### src/rtl/core/vnc_pkg.sv
package vnc_pkg;

  localparam int unsigned DATA_WIDTH_DEF = 24;
  localparam int unsigned FRAC_BITS_DEF  = 16;

  localparam int unsigned PADDR_W = 3;
  localparam int unsigned PDATA_W = 32;

  // register index, decoded from paddr[2]
  localparam logic REG_TARGET_NORM = 1'b0;

  typedef enum logic [1:0] {
    MODE_NORM  = 2'd0,
    MODE_LIMIT = 2'd1,
    MODE_CLAMP = 2'd2
  } mode_e;

  // per-lane control: rescale this component, and its sign
  typedef struct packed {
    logic scale;
    logic neg;
  } lane_ctl_t;

  typedef struct packed {
    logic lim;
    logic zl;
  } flag_t;

endpackage

### src/rtl/core/vnc_sqrt.sv
module vnc_sqrt #(
  parameter int unsigned DW     = vnc_pkg::DATA_WIDTH_DEF,
  parameter int unsigned SIDE_W = 8
) (
  input  logic              clk_i,
  input  logic              rst_ni,
  input  logic              en_i,
  input  logic              valid_i,
  input  logic [2*DW-1:0]   rad_i,
  input  logic [SIDE_W-1:0] side_i,
  output logic              valid_o,
  output logic [DW-1:0]     root_o,
  output logic [SIDE_W-1:0] side_o
);
  import vnc_pkg::*;

  localparam int unsigned SW = 2 * DW;

  logic              v_q    [DW+1];
  logic [SW-1:0]     rem_q  [DW+1];
  logic [DW-1:0]     root_q [DW+1];
  logic [SIDE_W-1:0] side_q [DW+1];

  always_ff @(posedge clk_i or negedge rst_ni) begin
    if (!rst_ni) begin
      v_q[0] <= 1'b0;
    end else if (en_i) begin
      v_q[0] <= valid_i;
    end
  end

  always_ff @(posedge clk_i) begin
    if (en_i) begin
      rem_q[0]  <= rad_i;
      root_q[0] <= '0;
      side_q[0] <= side_i;
    end
  end

  // one root bit per stage, most significant first
  for (genvar k = 0; k < DW; k++) begin : g_stage
    localparam int unsigned BI = DW - 1 - k;
    logic [SW:0]   trial;
    logic [SW-1:0] rem_d;
    logic [DW-1:0] root_d;

    always_comb begin
      trial = ((SW+1)'(root_q[k]) << (BI + 1)) + ((SW+1)'(1) << (2 * BI));
      if ({1'b0, rem_q[k]} >= trial) begin
        rem_d  = rem_q[k] - trial[SW-1:0];
        root_d = root_q[k] | (DW'(1) << BI);
      end else begin
        rem_d  = rem_q[k];
        root_d = root_q[k];
      end
    end

    always_ff @(posedge clk_i or negedge rst_ni) begin
      if (!rst_ni) begin
        v_q[k+1] <= 1'b0;
      end else if (en_i) begin
        v_q[k+1] <= v_q[k];
      end
    end

    always_ff @(posedge clk_i) begin
      if (en_i) begin
        rem_q[k+1]  <= rem_d;
        root_q[k+1] <= root_d;
        side_q[k+1] <= side_q[k];
      end
    end
  end

  assign valid_o = v_q[DW];
  assign root_o  = root_q[DW];
  assign side_o  = side_q[DW];

endmodule

### config.mk
export PLATFORM = sky130hd
export DESIGN_NAME = vnc_sqrt
export DESIGN_NICKNAME = d
export VERILOG_FILES = /design/src/rtl/core/vnc_pkg.sv /design/src/rtl/core/vnc_sqrt.sv
export SDC_FILE = /design/constraint.sdc
export NUM_CORES = 2
export LEC_CHECK = 0
export ABC_CLOCK_PERIOD_IN_PS = 6500
export BUFFER_PORTS_ARGS = -buffer_cell sky130_fd_sc_hd__clkbuf_2
export CAP_MARGIN = 20
export CORE_ASPECT_RATIO = 1.75
export CORE_UTILIZATION = 60
export DETAILED_ROUTE_END_ITERATION = 8
export GPL_ROUTABILITY_DRIVEN = 0
export PLACE_DENSITY = 0.76
export SLEW_MARGIN = 40
export SYNTH_ARGS = -nofsm -noshare
export SYNTH_HDL_FRONTEND = slang
export SYNTH_SLANG_ARGS = --single-unit
### constraint.sdc
create_clock -name clk_i -period 6.5 [get_ports clk_i]
set_input_delay 1.3 -clock clk_i [delete_from_list [all_inputs] [get_ports clk_i]]
set_output_delay 1.3 -clock clk_i [all_outputs]
set_load 0.01 [all_outputs]
======== After elaboration in Yosys (flattened, before gate mapping) ========
Memories as Yosys holds them, arrays and structs flattened.
Index checks and enable logic that the tools add are counted.
operators by class
  add/subtract/negate cells ............... 48
  mux-type cells .......................... 50
  order comparisons ....................... 24
operators with widths
  kind                    number
  $mux 48                 24
  $sub 48x48->48          2
  $add 48x47->49 const B  1
  $ge 48x49->1            1
  $add 47x45->48 const B  1
  $ge 48x26->1            1
  $ge 48x27->1            1
  $ge 48x28->1            1
  $ge 48x29->1            1
  $ge 48x30->1            1
  $ge 48x31->1            1
  $ge 48x32->1            1
  $ge 48x33->1            1
  $ge 48x34->1            1
  $ge 48x35->1            1
  $ge 48x36->1            1
  $ge 48x37->1            1
  $ge 48x38->1            1
  $ge 48x39->1            1
  $ge 48x40->1            1
  $ge 48x41->1            1
  $ge 48x42->1            1
  $ge 48x43->1            1
  $ge 48x44->1            1
  72 further kinds        74
word-level totals
  bits in registers ....................... 25
  memories ................................ 3
  input bits .............................. 60
  output and inout bits ................... 33
  logic and storage cells ................. 150
  memory bits (writable) .................. 2000
memories
  name    depth  bits a word  rd ports  clocked after Yosys merged registers in  wr ports  RTL line        RTL
  rem_q   25     48           24        0                                        25        vnc_sqrt.sv:20  logic [SW-1:0] rem_q [DW+1];
  root_q  25     24           25        0                                        25        vnc_sqrt.sv:21  logic [DW-1:0] root_q [DW+1];
  side_q  25     8            25        0                                        25        vnc_sqrt.sv:22  logic [SIDE_W-1:0] side_q [DW+1];

======== Logic depth before layout (Yosys ltp) ========
An unclocked memory read counts as a cell.
  depth in word-level cells ............... 4
  mapped depth ............................ 13

======== Worst setup path after synthesis ========
Ideal clock, no wire load.
  path type ............................... register -> register
  from .................................... memory rem_q[17][40] in the netlist's numbering
  to ...................................... memory rem_q[18][33] in the netlist's numbering, data pin
  stages on the path, launching flop included .. 11
  clock period less this slack ............ 3.496 ns
  arrival time ............................ 3.216 ns
  required time ........................... 6.221 ns
  path slack .............................. 3.004 ns
  cells stage by stage .................... edfxtp_1 -> or4_4 -> or4_4 -> or3_1 -> or4_1 -> or3_1 -> o21ai_2 -> buf_4 -> o21bai_4 -> a2111oi_0 -> xor2_1
RTL lines
  item             RTL line
  start, declared  vnc_sqrt.sv:20

==> reports/results.txt <==
final wirelength: 155000 µm
Worst Skew: 57.5 ps
most used cell, CP: o21a_1
sequential area share after synthesis: 0.671
TritonCTS clock tree: done
DR WL/cell: 20.8 µm
number of port buffers: 92
vias: 44500
largest net degree at the start of global routing: 175
Fillers: 8421
WS Path Type: reg2reg
Pleak: 30.8 nW
crit path launch type: flip-flop
Distinct cells, synth: 79
status: finished clean
share of the synthesized area in the top cell type: 0.662
Synth area leaders: edfxtp_1 66%, ha_1 5.4%, xnor2_1 2.7%, xor2_1 2.7%, inv_1 2.0%
critical path peak fanout: 33
Die Ht: 469 µm
Setup Fix Bufs, Post-CTS: 0
Worst path max stage delay: 650 ps
worst setup margin: 2000 ps
number of gates resized after CTS: 0
Worst-Skew Late Latency: 820 ps
top_reg_cell synth: edfxtp_1
FF+latch count, synth: 1677
Iter 0 DRT Violations: 2352
unrepaired setup endpoints after global routing: no
vias in the first global route: 47200
Fin Setup TNS: 0 ps
Slew headroom: 0.372
post-synthesis async set-or-reset flop share: 0.0149
DIE AREA: 126000 µm²
syn nets: 5909
Tmin final: 4500 ps
Max clock buf depth: 3
Least-Margin Pin Slew: 934 ps
GRT Util Overall: 0.249
Sink Count: 1677
CP arrival: 5050 ps
post-DP HPWL: 114000 µm
Max Slew Vio Count: 0
leading area contributor after synthesis: edfxtp_1
EDFF count, synth: 1652
Yosys Warn Count: 0
first-pass GRT wire length: 237000 µm
Cell Area, Synth: 74900 µm²
CP max stage cell: o31ai_1
core area: 124000 µm²
drt pass-1 iters: 6
Final nets: 6101
H-tree Lvls: 4
Period Utilization, post-route: 0.692
CP endpoint kind: flip-flop
CP cell instances: ha_1 > nor2b_1 > o21a_1 > o21a_1 > o31ai_1 > a41o_1 > nand3_1 > nor2_2 > buf_4 > clkinv_1 > mux2_2
Die W: 269 µm
worst-case vdd ir drop: 0.000309 V
Setup violations, final: 0
total I/O pin count: 93
CTS clk-pin slew, worst paths: 70 ps
fmax: 222 MHz
PwrDens: 335 nW/µm²
final hold violation count: 0
synthesized netlist cell count: 5527
Rows: 171
post-route ant nets: 0
# DRC: 0
hold_buf cts: 0
Max-Cap Viols: 0
GR Overflow Total: 0
clk root buf: clkbuf_16
WP data required: 7050 ps
Setup WS pre-CTS: 2100 ps
CTS buffer count: 146
antenna violations before repair: 3
worst hold path class: reg2reg
starting density of the core: 0.605
syn_area_per_cell: 13.6 µm²
share of post-route cells with drive strength above 1: 0.0802
vias per cell: 5.96
Area growth syn-to-layout: 10.1%
-- cells in the final DEF, fill, tap and decap left out, types with 25 or more instances in the layout --
master | Yosys | layout
a21o_1 | 133 | 133
a21oi_1 | 271 | 271
a31oi_1 | 30 | 29
buf_4 | 9 | 34
clkbuf_1 | 77 | 35
clkbuf_16 | 0 | 148
clkbuf_2 | 0 | 91
dfrtp_1 | 25 | 25
edfxtp_1 | 1652 | 1652
ha_1 | 322 | 322
inv_1 | 407 | 407
mux2_2 | 56 | 56
nand2_1 | 356 | 356
nand2b_1 | 54 | 54
nand3_1 | 73 | 73
nand4_1 | 82 | 82
nor2_1 | 299 | 295
nor2b_1 | 46 | 46
nor3_1 | 153 | 151
nor4_1 | 190 | 177
o21a_1 | 63 | 63
o21ai_0 | 277 | 274
o31ai_1 | 35 | 35
or2_2 | 26 | 26
or3_1 | 58 | 58
or4_1 | 33 | 33
xnor2_1 | 235 | 235
xor2_1 | 227 | 227
-- state kept, by name, indices dropped and copies added, names as in the netlist --
| signal | flops |
|---|---|
| rem_q | 1152 |
| root_q | 300 |
| side_q | 200 |
| v_q | 24 |
| valid_o | 1 |
-- worst max-delay path, delay by kind of cell (launching register included) --
family	cells	cell delay (ps)
simple gates	3	830
fa+ha+maj	1	340
flops	1	390
buf+inv	2	820
compound gates	4	1440
mux	1	380
-- stage by stage --
stage	instances	utilization	instance area (µm²)	total power, mW	hold WS [ps]
finish	7466	0.666	82500	27.6	400
global route	7466	0.666	82500	28.7	414
CTS	7461	0.665	82300	27.7	395
detailed placement	7210	0.627	77700	19.2	405
global placement	7208	0.626	77500	18.9	400
floorplan	5527	-	74900	17.6	400
-- layout make-up --
cell class / count / area (µm²) / share of cell area
Sequential cell: 1677 / 50200 / 0.609
Multi-Input combinational cell: 3342 / 22900 / 0.277
Clock buffer: 184 / 3850 / 0.0467
Tap cell: 1643 / 2060 / 0.0249
Inverter: 411 / 1540 / 0.0187
Timing Repair Buffer: 141 / 1050 / 0.0128
Clock inverter: 67 / 841 / 0.0102
Antenna cell: 1 / 2.50 / 0.0000303
-- final timing paths --
check / start / end / slack (ps) / depth (start not counted)
max: rem_q[20][8] / rem_q[21][23] / 2000 / 11
min: side_q[0][85] / side_q[0][93] / 400 / 0
max reg2reg: rem_q[20][8] / rem_q[21][23] / 2000 / 11
min reg2reg: side_q[0][85] / side_q[0][93] / 400 / 0
max in group asynchronous: rst_ni / v_q[4] / 5580 / 1
min in group asynchronous: rst_ni / v_q[5] / 490 / 1
-- cells in the mapped netlist, types with 10 or more instances --
cell type	n
o2111ai_1	10
o21ai_0	277
and2_1	19
a211oi_1	22
nand2_1	356
xnor2_1	235
and3_1	23
dfrtp_1	25
and4_1	10
nor3_1	153
nand4_1	82
a2111oi_0	12
a31oi_1	30
a211o_1	11
edfxtp_1	1652
nand4b_1	11
o31ai_1	35
nor4_1	190
or2_2	26
a21boi_0	10
clkbuf_1	77
mux2i_1	11
or4_1	33
a21o_1	133
nand2b_1	54
xor2_1	227
nand3b_1	18
ha_1	322
a21oi_1	271
o211ai_1	18
nor4b_1	24
or3_1	58
inv_1	407
nor2_1	299
o21bai_1	22
nand3_1	73
mux2_2	56
o21a_1	63
nor2b_1	46
-- per-layer routing --
metal / routed length [µm] / GRT usage / vias up
met5: 14 / 0 / -
met4: 17100 / 0.243 / 2
met3: 4580 / 0.0384 / 624
met2: 91900 / 0.511 / 1122
met1: 41700 / 0.171 / 21600
li1: - / - / 21100
-- kinds of logic (layout without fill, tap and decap cells) --
kind of cell    count (synthesis)  in the layout  synth area share
compound gates                993            993            0.0830
xor+xnor                      462            462            0.0540
fa+ha+maj                     322            322            0.0538
buf+inv                       508            803            0.0260
flops                        1677           1677             0.671
mux                            67             67           0.00989
other cells                     0              1                 0
simple gates                 1498           1498             0.103
-- power by group --
group	total [mW]	switching, mW	internal, mW
combinational	4.75	2.79	1.96
sequential	14.3	0.828	13.5
clock	8.54	3.91	4.63
total	27.6	7.53	20.1
No activity file was read; power rests on OpenSTA's default activity.
