### config.mk
export PLATFORM = sky130hd
export DESIGN_NAME = vnc_lane
export DESIGN_NICKNAME = d
export VERILOG_FILES = /design/src/rtl/core/vnc_pkg.sv /design/src/rtl/core/vnc_lane.sv
export SDC_FILE = /design/constraint.sdc
export NUM_CORES = 2
export LEC_CHECK = 0
export BUFFER_PORTS_ARGS = -buffer_cell sky130_fd_sc_hd__buf_2
export CELL_PAD_IN_SITES_DETAIL_PLACEMENT = 1
export CELL_PAD_IN_SITES_GLOBAL_PLACEMENT = 2
export CORE_MARGIN = 2
export CORE_UTILIZATION = 49
export CTS_CLUSTER_SIZE = 28
export DETAILED_ROUTE_END_ITERATION = 6
export PLACE_DENSITY = 0.88
export SLEW_MARGIN = 20
export SYNTH_ARGS = -nofsm -noshare
export SYNTH_HDL_FRONTEND = slang
export SYNTH_SLANG_ARGS = --single-unit
### constraint.sdc
create_clock -name clk_i -period 5.4 [get_ports clk_i]
set_clock_uncertainty 0.05 [all_clocks]
set_input_delay 0.27 -clock clk_i [delete_from_list [all_inputs] [get_ports clk_i]]
set_output_delay 0.27 -clock clk_i [all_outputs]
set_load 0.01 [all_outputs]
### src/rtl/core/vnc_pkg.sv
package vnc_pkg;

  localparam int unsigned DATA_WIDTH_DEF = 24;
  localparam int unsigned FRAC_BITS_DEF  = 16;

  localparam int unsigned PADDR_W = 3;
  localparam int unsigned PDATA_W = 32;

  // register index, decoded from paddr[2]
  localparam logic REG_TARGET_NORM = 1'b0;

  typedef enum logic [1:0] {
    MODE_NORM  = 2'd0,
    MODE_LIMIT = 2'd1,
    MODE_CLAMP = 2'd2
  } mode_e;

  // per-lane control: rescale this component, and its sign
  typedef struct packed {
    logic scale;
    logic neg;
  } lane_ctl_t;

  typedef struct packed {
    logic lim;
    logic zl;
  } flag_t;

endpackage

### src/rtl/core/vnc_lane.sv
module vnc_lane #(
  parameter int unsigned DW = vnc_pkg::DATA_WIDTH_DEF
) (
  input  logic                   clk_i,
  input  logic                   en_i,
  input  logic [DW-1:0]          len_i,
  input  logic [2*DW-2:0]        prod_i,
  input  vnc_pkg::lane_ctl_t     ctl_i,
  input  logic [DW-1:0]          direct_i,
  output logic [DW-1:0]          res_o
);
  import vnc_pkg::*;

  localparam int unsigned QW = DW - 1;
  localparam int unsigned PW = 2 * DW - 1;

  logic [PW-1:0] rem_q [QW+1];
  logic [QW-1:0] quo_q [QW+1];
  logic [DW-1:0] len_q [QW+1];
  lane_ctl_t     ctl_q [QW+1];
  logic [DW-1:0] dir_q [QW+1];
  logic [DW-1:0] res_q;

  always_ff @(posedge clk_i) begin
    if (en_i) begin
      rem_q[0] <= prod_i;
      quo_q[0] <= '0;
      len_q[0] <= len_i;
      ctl_q[0] <= ctl_i;
      dir_q[0] <= direct_i;
    end
  end

  // restoring divide, one quotient bit per stage
  for (genvar k = 0; k < QW; k++) begin : g_stage
    localparam int unsigned BI = QW - 1 - k;
    logic [PW-1:0] dvs;
    logic [PW-1:0] rem_d;
    logic [QW-1:0] quo_d;

    always_comb begin
      dvs = PW'(len_q[k]) << BI;
      if (rem_q[k] >= dvs) begin
        rem_d = rem_q[k] - dvs;
        quo_d = quo_q[k] | (QW'(1) << BI);
      end else begin
        rem_d = rem_q[k];
        quo_d = quo_q[k];
      end
    end

    always_ff @(posedge clk_i) begin
      if (en_i) begin
        rem_q[k+1] <= rem_d;
        quo_q[k+1] <= quo_d;
        len_q[k+1] <= len_q[k];
        ctl_q[k+1] <= ctl_q[k];
        dir_q[k+1] <= dir_q[k];
      end
    end
  end

  // quotient never exceeds the norm, so no saturation is reachable
  always_ff @(posedge clk_i) begin
    if (en_i) begin
      if (ctl_q[QW].scale) begin
        res_q <= ctl_q[QW].neg ? ('0 - {1'b0, quo_q[QW]}) : {1'b0, quo_q[QW]};
      end else begin
        res_q <= dir_q[QW];
      end
    end
  end

  assign res_o = res_q;

endmodule

## After elaboration in Yosys (flattened, before gate mapping)

Memory sizes are Yosys's and may differ from the RTL's.
Index checks and enable logic that the tools add are counted.

- Add/sub/neg operators: 24
- Order comparisons: 23
- Mux-type cells: 50

Operators by type and width:

| operator | number |
|---|---|
| $mux 47 | 23 |
| $mux 24 | 2 |
| $ge 47x24->1 | 1 |
| $ge 47x25->1 | 1 |
| $ge 47x26->1 | 1 |
| $ge 47x27->1 | 1 |
| $ge 47x28->1 | 1 |
| $ge 47x29->1 | 1 |
| $ge 47x30->1 | 1 |
| $ge 47x31->1 | 1 |
| $ge 47x32->1 | 1 |
| $ge 47x33->1 | 1 |
| $ge 47x34->1 | 1 |
| $ge 47x35->1 | 1 |
| $ge 47x36->1 | 1 |
| $ge 47x37->1 | 1 |
| $ge 47x38->1 | 1 |
| $ge 47x39->1 | 1 |
| $ge 47x40->1 | 1 |
| $ge 47x41->1 | 1 |
| $ge 47x42->1 | 1 |
| $ge 47x43->1 | 1 |
| $ge 47x44->1 | 1 |
| $ge 47x45->1 | 1 |
| 48 further kinds | 50 |

- Register bits after elaboration: 24
- Bits in writable memories: 2880
- Input bits: 99
- Output and inout bits: 24
- Word-level logic and storage cells: 103
- Memories: 5

Memory list:

| name | words | bits a word | read ports | clocked after memory_dff | write ports | RTL line | RTL |
|---|---|---|---|---|---|---|---|
| rem_q | 24 | 47 | 23 | 0 | 24 | vnc_lane.sv:17 | `logic [PW-1:0] rem_q [QW+1];` |
| dir_q | 24 | 24 | 24 | 0 | 24 | vnc_lane.sv:21 | `logic [DW-1:0] dir_q [QW+1];` |
| len_q | 24 | 24 | 23 | 0 | 24 | vnc_lane.sv:19 | `logic [DW-1:0] len_q [QW+1];` |
| quo_q | 24 | 23 | 24 | 0 | 24 | vnc_lane.sv:18 | `logic [QW-1:0] quo_q [QW+1];` |
| ctl_q | 24 | 2 | 24 | 0 | 24 | vnc_lane.sv:20 | `lane_ctl_t ctl_q [QW+1];` |

## Logic depth before layout (Yosys ltp)

An unclocked memory read counts as a cell.

- Depth in word-level cells: 4
- Depth in mapped cells: 15
- Mapped depth without buffers: 15

## Worst setup path after synthesis

Ideal clock, no wire load.

- Path type: register -> register
- Start point: memory rem_q[2][144] in the netlist's numbering
- End point: memory rem_q[2][232] in the netlist's numbering, data pin
- Library setup time: 0.271 ns
- Arrival: 3.272 ns
- Required time: 5.079 ns
- Slack: 1.806 ns
- Cell stages (with the launch flop): 16
- Path buffers: 1
- Period minus slack after synthesis: 3.594 ns
- Cells stage by stage: edfxtp_1 -> inv_1 -> ha_1 -> inv_1 -> fa_1 -> a21oi_1 -> o22ai_1 -> o41ai_1 -> o21ai_0 -> a221o_1 -> a211o_1 -> buf_6 -> nor2b_4 -> o2111ai_4 -> nor4_1 -> xor2_1

RTL lines:

| item | RTL line |
|---|---|
| start, declared | vnc_lane.sv:17 |

==> results.sh <==
export IMPL_cts_path_max_buffers=4
export IMPL_cts_tree="yes"
export IMPL_critical_path_max_stage_delay_ps=770
export IMPL_vdd_ir_drop_max_uv=274
export IMPL_core_area_sq_mm=0.238
export IMPL_ys_warnings_count=0
export IMPL_cp_cell_sequence="ha_1, nand3_1, o21bai_1, and3_1, nor3b_1, o31ai_1, a211oi_1, nor3_4, or4_1, nor4_1, xor2_1"
export IMPL_htree_num_levels=5
export IMPL_final_common_cell="edfxtp_1"
export IMPL_root_buffer="clkbuf_16"
export IMPL_end_kind="flip-flop"
export IMPL_grt_overflow=0
export IMPL_maxSlewViolCount=0
export IMPL_critical_path_peak_fanout=7
export IMPL_grt_pass1_vias=79800
export IMPL_synthMuxAreaShare_pct=0.918
export IMPL_layout_common_cells="edfxtp_1, inv_1, nand2_1"
export IMPL_drive_above_1_share_pct=8.20
export IMPL_synth_seq_cells=2557
export IMPL_synth_cell_types=92
export IMPL_grt_pass1_wl_um=447000
export IMPL_routedWlPerCell_um=22.5
export IMPL_vias=72300
export IMPL_die_x_um=494
export IMPL_cap_violations=0
export IMPL_fin_util_pct=56.0
export IMPL_cts_made_buffers=292
export IMPL_port_buffer_count=122
export IMPL_initial_core_util_pct=49.4
export IMPL_n_fill_cell=23400
export IMPL_numClockSinks=2557
export IMPL_fp_dieH_um=494
export IMPL_dieArea_sq_mm=0.244
export IMPL_worst_pin_slew_ps=1200
export IMPL_setup_viol=0
export IMPL_routabilityCongestion=0.942
export IMPL_syn2layout_area_growth_pct=13.4
export IMPL_crit_arrival_ps=5390
export IMPL_synth_nets=9648
export IMPL_critPathBufInv=0
export IMPL_max_freq_ghz=0.208
export IMPL_critPathRequiredTime_ps=5980
export IMPL_slew_headroom_pct=20.0
export IMPL_clkLatencyLatePin_ps=930
export IMPL_setup_tns_ps=0
export IMPL_cp_slowest_cell="a211oi_1"
export IMPL_ys_flop_type="edfxtp_1"
export IMPL_synthXorXnorAreaFrac_pct=5.16
export IMPL_viasPerCell=5.62
export IMPL_synth_compound_area_share_pct=10.3
export IMPL_fin_nets=10200
export IMPL_synth_top_family_by_area="compound AO/OA/AOI/OAI gates"
export IMPL_rows=179
export IMPL_synthSimpleGateAreaFrac_pct=9.29
export IMPL_synthAdderAreaFrac_pct=6.25
export IMPL_grt_start_max_net_pins=154
export IMPL_synth_edf_count=2557
export IMPL_rsz0062_at_grt="no"
export IMPL_drcViolationCount=0
export IMPL_p_per_area_mw_per_mm2=507
export IMPL_cp_start_kind="flip-flop"
export IMPL_postSynthAreaPerCell_sq_um=13.1
export IMPL_status="finished, final reports clean"
export IMPL_fin_crit_ps=4810
export IMPL_track_usage_pct=23.6
export IMPL_drt_total_wl_um=290000
export IMPL_drt_pass1_iter_count=5
export IMPL_io_pins=123
export IMPL_path_clk_slew_ps=60
export IMPL_ant_nets=0
export IMPL_dp_hpwl_um=206000
export IMPL_criticalPathCategory="reg2reg"
export IMPL_p_leak_nw=50.0
export IMPL_hold_viol=0
export IMPL_post_route_period_util_pct=89.1
export IMPL_drt_iter0_drc=3533
export IMPL_synth_area_sq_mm=0.118
export IMPL_path_delay_family="simple AND/OR/NAND/NOR gates"
export IMPL_antenna_found_initial=4
export IMPL_ys_async_sr_fraction_pct=0
export IMPL_hp_class="in2reg"
export IMPL_synth_cells=8974
export IMPL_seq_area_frac_synth_pct=65.2
## sequential cells by signal, summed over array words and instances, names as in the netlist
name   flops
dir_q    576
res_o     24
ctl_q     48
len_q    552
rem_q   1081
quo_q    276
## per-layer routing
metal / track usage (%) / vias up / share of wire (%)
met5: 0 / - / 0
met4: 15.5 / 0 / 7.2
met3: 2.49 / 762 / 2.2
li1: - / 34500 / -
met2: 48.1 / 1304 / 57
met1: 21.6 / 35700 / 33
## through the flow
stage | hold slack (ps) | power (mW) | area, sq um | cells | setup WS (ps)
final | 47.7 | 67.7 | 134000 | 12900 | 589
after global routing | 3.68 | 71.3 | 134000 | 12900 | 354
after CTS | 0.272 | 68.0 | 134000 | 12900 | 459
after detailed placement | 356 | 49.2 | 123000 | 12200 | 510
after global placement | 350 | 48.2 | 123000 | 12200 | 734
after floorplan | 319 | 42.7 | 118000 | 8974 | 1810
## cells in the mapped netlist, types with 11 or more instances
cell | count | area, sq um
nor3b_1 | 18 | 135
o41ai_1 | 14 | 123
edfxtp_1 | 2557 | 76800
o21bai_1 | 62 | 465
a31o_2 | 12 | 105
or4_1 | 43 | 323
o211ai_1 | 46 | 345
a21o_1 | 256 | 1920
ha_1 | 553 | 6920
o21ai_0 | 525 | 2630
nand3b_1 | 28 | 210
xnor2_1 | 365 | 3200
buf_1 | 12 | 45.0
nor4_1 | 131 | 820
nand2_1 | 650 | 2440
o31a_1 | 16 | 140
o21a_1 | 70 | 526
nand4_1 | 93 | 582
inv_1 | 703 | 2640
and4_1 | 15 | 131
a21oi_1 | 578 | 2890
mux2_2 | 82 | 923
nand4b_1 | 18 | 158
or3_1 | 63 | 394
o2111ai_1 | 22 | 193
nor3_1 | 179 | 896
nand3_1 | 132 | 661
or2_2 | 39 | 244
xor2_1 | 329 | 2880
o22ai_1 | 11 | 68.8
a2111oi_0 | 19 | 166
a211o_1 | 15 | 131
nor2_1 | 487 | 1830
nor4b_1 | 19 | 166
and3_1 | 47 | 294
fa_1 | 22 | 440
nand2b_1 | 97 | 607
a31oi_1 | 72 | 450
a211oi_1 | 52 | 390
a21boi_0 | 20 | 150
o31ai_1 | 56 | 420
and2_1 | 30 | 188
nor2b_1 | 85 | 532
clkbuf_1 | 157 | 589
## kinds of logic (layout without fill, tap and decap cells)
group / count (synthesis) / after routing
flip-flops: 2557 / 2557
buffers and inverters: 890 / 1616
adder cells (fa/ha/maj): 575 / 575
multiplexers: 97 / 97
XOR/XNOR: 694 / 694
AO/OA/AOI/OAI: 1953 / 1953
AND/OR/NAND/NOR: 2208 / 2208
other: 0 / 7
## worst reg2reg max path, cell delays in order, from the launching register on
cell and delay [ps]:
edfxtp_1 410, ha_1 420, nand3_1 300, o21bai_1 270
and3_1 200, nor3b_1 520, o31ai_1 350, a211oi_1 770
nor3_4 170, or4_1 660, nor4_1 300, xor2_1 120
## power breakdown
part,total [mW],switching [mW],internal (mW)
sequential,28.6,2.18,26.4
clock,18.6,7.74,10.8
combinational,20.5,12.1,8.46
total,67.7,22.0,45.7
## what timing repair did
action | CTS | global route
buffers inserted | 0 | 0
resized for setup | 0 | 0
hold buffers | 190 | 0
hold endpoints to repair | 142 | 0
## layout make-up
class / instances / area (sq um) / area share, %
Timing Repair Buffer: 425 / 3600 / 2.70
Clock buffer: 350 / 7590 / 5.68
Multi-Input combinational cell: 5527 / 37800 / 28.3
Tap cell: 3167 / 3960 / 2.97
Sequential cell: 2557 / 76800 / 57.5
Clock inverter: 136 / 1140 / 0.856
Antenna cell: 7 / 17.5 / 0.0131
Inverter: 705 / 2650 / 1.98
## path summary, 6_finish.rpt
kind / from / slack [ps] / endpoint / cells after the start
setup / recovery: rem_q[2][194] / 590 / rem_q[2][280] / 11
hold / removal: direct_i[4] / 50 / dir_q[0][4] / 2
setup reg to reg: rem_q[2][194] / 590 / rem_q[2][280] / 11
hold reg to reg: quo_q[1][155] / 310 / quo_q[1][178] / 0
(Power assumes the default switching activity.)
